===== src/rtl/qhe_div.sv =====
`timescale 1ns / 1ps
module qhe_div #(
	parameter int NUM_W = 26,
	parameter int DEN_W = 17
) (
	input  logic             clk,
	input  logic             arst_n,
	input  logic             start,
	input  logic [NUM_W-1:0] num,
	input  logic [DEN_W-1:0] den,
	output logic             done,
	output logic [NUM_W-1:0] quot
);

	localparam int CNT_W = $clog2(NUM_W + 1);

	logic             busy_q;
	logic [CNT_W-1:0] cnt_q;
	logic [NUM_W-1:0] num_q;
	logic [DEN_W-1:0] den_q;
	logic [DEN_W-1:0] rem_q;
	logic [DEN_W:0]   trial;
	logic             fits;

	// shift one numerator bit into the partial remainder
	assign trial = {rem_q, num_q[NUM_W-1]};
	assign fits  = trial >= {1'b0, den_q};

	always_ff @(posedge clk or negedge arst_n) begin
		if (!arst_n) begin
			busy_q <= 1'b0;
			cnt_q  <= '0;
			done   <= 1'b0;
		end else begin
			done <= !start && busy_q && (cnt_q == '0);
			if (start) begin
				busy_q <= 1'b1;
				cnt_q  <= CNT_W'(NUM_W - 1);
			end else if (busy_q) begin
				if (cnt_q == '0) begin
					busy_q <= 1'b0;
				end else begin
					cnt_q <= cnt_q - 1'b1;
				end
			end
		end
	end

	always_ff @(posedge clk) begin
		if (start) begin
			num_q <= num;
			den_q <= den;
			rem_q <= '0;
			quot  <= '0;
		end else if (busy_q) begin
			num_q <= {num_q[NUM_W-2:0], 1'b0};
			rem_q <= fits ? DEN_W'(trial - {1'b0, den_q}) : trial[DEN_W-1:0];
			quot  <= {quot[NUM_W-2:0], fits};
		end
	end

endmodule


===== config.mk =====
export PLATFORM = sky130hd
export DESIGN_NAME = qhe_div
export DESIGN_NICKNAME = d
export VERILOG_FILES = /design/src/rtl/qhe_div.sv
export SDC_FILE = /design/constraint.sdc
export NUM_CORES = 1
export LEC_CHECK = 0
export BUFFER_PORTS_ARGS = -buffer_cell sky130_fd_sc_hd__buf_4
export CORE_UTILIZATION = 45
export CTS_BUF_LIST = sky130_fd_sc_hd__clkbuf_4
export CTS_CLUSTER_SIZE = 25
export DETAILED_ROUTE_END_ITERATION = 12
export PLACE_DENSITY = 0.78
export SETUP_SLACK_MARGIN = 0.2
export SLEW_MARGIN = 10
export SYNTH_ARGS = -nofsm -noshare
export SYNTH_HDL_FRONTEND = slang
export SYNTH_SLANG_ARGS = --single-unit

===== constraint.sdc =====
create_clock -name clk -period 2.4 [get_ports clk]
set_input_delay 0.36 -clock clk [delete_from_list [all_inputs] [get_ports clk]]
set_output_delay 0.36 -clock clk [all_outputs]
set_load 0.02 [all_outputs]

# Word-level counts from Yosys, hierarchy flattened
# Index checks and enable logic that the tools add are counted.
[totals]
wordCells = 26
output_inout_bits = 27
input_bits = 46
regBits = 93
[classes]
mux = 9
n_eq_ne = 1
n_addsub = 2
reduce_logical = 6
order_cmp = 1
[ops]
columns = ["cell", "count"]
rows = [
  ["26-bit 2-to-1 mux", 2],
  ["18-bit by 17-bit greater-or-equal comparator with 1-bit output", 1],
  ["17-bit 2-to-1 mux", 1],
  ["17-bit subtractor", 1],
  ["5-bit 2-to-1 mux", 3],
  ["5-bit logical NOT", 1],
  ["5-bit by 1-bit subtractor with 5-bit output, second input constant", 1],
  ["1-bit 2-to-1 mux", 3],
  ["1-bit logical AND", 2],
  ["2-bit != test, second input constant", 1],
  ["2-bit AND reduction", 1],
  ["2-bit nonzero test", 1],
  ["1-bit logical NOT", 1],
]

# Logic depth before layout (Yosys ltp)
[depth]
ltp_word = 4
ltp_mapped = 13

# Worst setup path after synthesis
# No wires, ideal clock.
[synth_path]
path_type = "register to register"
startpoint = "register num_q[25]"
endpoint = "register rem_q[10]"
arrival_ps = 2575
path_stages_with_launch = 14
path_buffers = 2
synth_period_minus_slack_ps = 2661
setup_slack_ps = -261
setup_ps = 86
cell_sequence = "edfxtp_1 inv_1 ha_1 inv_1 fa_1 a21o_1 a221o_1 nand2_1 a31oi_4 or2_1 buf_6 buf_6 mux2i_1 a211oi_1"
[synth_between]
elab_chain_len = 2
[synth_rtl]
columns = ["element", "line_no", "source"]
rows = [
  ["start: declaration", "19", "logic [NUM_W-1:0] num_q;"],
  ["start signal: assignment", "51", "num_q <= num;"],
  ["start signal: assignment", "56", "num_q <= {num_q[NUM_W-2:0], 1'b0};"],
  ["17-bit subtractor / 18-bit by 17-bit greater-or-equal comparator with 1-bit output (equally long branches)", "57, 27", ""],
  ["17-bit 2-to-1 mux (*)", "57", "rem_q <= fits ? DEN_W'(trial - {1'b0, den_q}) : trial[DEN_W-1:0];"],
  ["end signal: assignment", "57", ""],
  ["end: declaration", "21", "logic [DEN_W-1:0] rem_q;"],
]
# Mark *: on every way between the ends. The rest lies on a longest branch, timed or not.
# A chain may end at the register's enable or synchronous reset.

# Worst setup path after layout
[layout_path]
startpoint = "register num_q[25]"
endpoint = "register rem_q[4]"
# Same word-level chain as after synthesis.

==> impl_results.md <==
- Synth top area share: 0.288
- Vias in the first global route: 3212
- Reg-to-reg startpoint: num_q[25]$_DFFE_PP_
- Mapped cell area: approximately 0.0045 mm2
- Wire length on met2: 4490 um
- Clk pin slew, worst setup/hold paths: 0.16 ns
- LEAKAGE: 0.00256 uW
- Boundary pin count: 73
- Initial DRC Count: 106
- Max_cap viols: 0
- Synth Instances: 400
- Starting density of the core: 0.461
- Power, Total: 5130 uW
- Final setup viols: 18
- CP Launch Type: flip-flop
- Highest routed layer: met4
- Most common library cells after synthesis: nor2_1, dfxtp_1, edfxtp_1, mux2i_1, mux2_2
- Mapped Nets: 466
- Via count: ~3.3k
- Die area: 0.0104 mm2
- Most instantiated library cell after synthesis: nor2_1
- Crit-path max FO: 5
- Final GP Congestion: between 0.8 and 0.9
- CP Capture Type: flip-flop
- Core Area: 0.00973 mm2
- Hold WS: 0.0629 ns
- Hold path depth: 1
- Number of port buffers: 72
- Unique masters post-synth: 51
- Wirelength per Cell: 14.2 um
- Die Y: 102 um
- Routed wire length: around 9000 um
- Post-DP HPWL: 6120 um
- Cell Pwr Density: 913 mW/mm2
- Reg2Reg Depth: 12
- Crit path to: rem_q[4]$_SDFFE_PP0P_
- Post-synth EDFFs: 43
- Setup TNS: -2.74 ns
- Synth warn: 0
- Flop2flop setup slack: -0.20 ns
- Post-route ant nets: 0
- Min Tclk post-route: between 2 and 3 ns
- R2R Path End: rem_q[4]$_SDFFE_PP0P_
- Setup Crit Path Kind: flip-flop to flip-flop
- Register area share after synthesis: 0.519
- Total congestion overflow: 0
- Fmax achieved: between 300 and 400 MHz
- # DRC: 0
- Root buf cell: clkbuf_4
- Failing checks: setup timing
- Placement Rows: 36
- Worst setup path startpoint: num_q[25]$_DFFE_PP_
- Final nets: 560
- Relative slew slack: 0.602
- GRT Total Usage: 0.181
- DRT met1 WL: 3870 um
- Worst vdd ir: 431 uV
- Synthesized area per cell: between 10 and 15 um2
- Worst Path Arrival: a little under 3 ns
- Post-synth top area cell: edfxtp_1
- Multi-input gate area: 0.00209 mm2
- Worst hold path type: input port to flip-flop
- First-pass DRT Iterations: 4
- Final Hold Viols: 0
- Clock latency on the worst-skew pair: 0.47 ns
- Register bit total from synthesis: 93
- Via density: 5.18
- Clk_skew: about 0.017 ns
- Diode count: 0
- RSZ-0062 raised after global routing: yes
- Routed wl met3: 513 um
- CTS tree: built
- Initial antenna violation count: 0
- Fillers: about 830
- Post-synth ARST share: 0.0753
- Num CTS Buffers: 9
- Min setup slack post-route: -0.204 ns
- Top_reg_cell synth: edfxtp_1
- Actual slew at the worst max-slew pin: 0.596 ns
- Area occupied by registers: 0.00233 mm2
- Run status: finished, violations left
- Largest net degree at the start of global routing: 63
- Final Cycle Share: 1.08
- Layout cells sized above 1: 0.345
- Clock Tree Buf Depth: 2
- First-pass GRT wire length: 14500 um
- Final slew viol count: 0
- Die width: slightly above 100 um
- CTS H-tree lvls: 3
- Worst endpoint required time: roughly 2.8 ns
- Ranking of synthesized cells by area: edfxtp_1, dfxtp_1, mux2i_1, mux2_2, ha_1
- Layout area overhead: 25.3%
- # clock sinks: 93
-- final cells by class --
cell class,count,share of cell area
Clock inverter,7,0.0120
Multi-Input combinational cell,264,0.373
Inverter,24,0.0160
Sequential cell,93,0.415
Clock buffer,9,0.0120
Timing Repair Buffer,102,0.143
Tap cell,133,0.0296
-- power by group --
group          leakage, uW  internal [uW]  total (uW)  switching, uW
clock network    0.0000756            238         829            591
logic              0.00161           1160        2260           1100
registers         0.000870           1880        2040            158
-- metrics by stage --
step           setup WS (ns)  cells  instance area [um2]   util
2_1_floorplan         -0.157    400                 4490      -
3_3_place_gp          -0.145    610                 5310  0.546
3_5_place_dp          -0.227    610                 5310  0.546
4_1_cts               -0.234    629                 5500  0.565
5_1_grt               -0.356    632                 5620  0.577
6_report              -0.204    632                 5620  0.577
-- critical path, cell delays in order, from the launching register on --
cell	delay [ns]
edfxtp_1	0.40
inv_1	0.07
ha_2	0.18
inv_2	0.04
fa_2	0.33
a21o_1	0.18
a221o_1	0.37
nand2_2	0.10
a31oi_4	0.09
or2_4	0.29
buf_6	0.15
mux2i_1	0.11
a211oi_1	0.21
-- what timing repair did --
action,in CTS,in global routing
hold buffers,1,0
resized for setup,10,19
endpoints found under the setup margin,18,18
pin swaps,14,13
endpoints found under the hold margin,7,0
buffers inserted,2,3
-- cell families (layout without fill, tap and decap cells) --
logic type                 Yosys count  count (layout)  synth area share
AOI/OAI and AO/OA                   69              69             0.107
xor gates and xnor gates            18              18            0.0352
adders and majority gates           20              20            0.0575
buffers and inverters               43             142            0.0397
DFF                                 93              93             0.519
muxes                               60              60             0.141
and+or+nand+nor                     97              97             0.100
-- state kept, by name, indices dropped and copies added, names as in the netlist --
signal and cells:
num_q 26, rem_q 17, den_q 17, busy_q 1
done 1, quot 26, cnt_q 5
-- how the worst min path moves through the flow --
stage,from,to
after floorplan,arst_n,busy_q$_DFF_PN0_
after global placement,arst_n,done$_DFF_PN0_
after detailed placement,arst_n,done$_DFF_PN0_
after CTS,den[15],den_q[15]$_DFFE_PP_
after global routing,den[15],den_q[15]$_DFFE_PP_
final,den[10],den_q[10]$_DFFE_PP_
-- metal layers --
| metal | global-route usage | up-vias |
|---|---|---|
| met5 | 0 | - |
| met4 | 0.0747 | 0 |
| met3 | 0.0483 | 12 |
| met2 | 0.306 | 77 |
| met1 | 0.219 | 1569 |
| li1 | - | 1616 |
-- placed cells by master, fill, tap and decap left out, types with 6 or more instances in the layout --
cell      count
mux2i_1      35
xnor2_1      10
clkbuf_4      9
edfxtp_1     43
nor2_1       55
nand2b_1      8
ha_1         16
o21ai_0       6
nand2_1      12
buf_4        94
a21o_1        6
a211oi_1     10
xor2_1        8
dfrtp_1       6
dfxtp_1      43
a21oi_1      17
buf_6         6
mux2_2       25
a211oi_2      6
inv_1        23
Power figures use the tool's default switching activity.
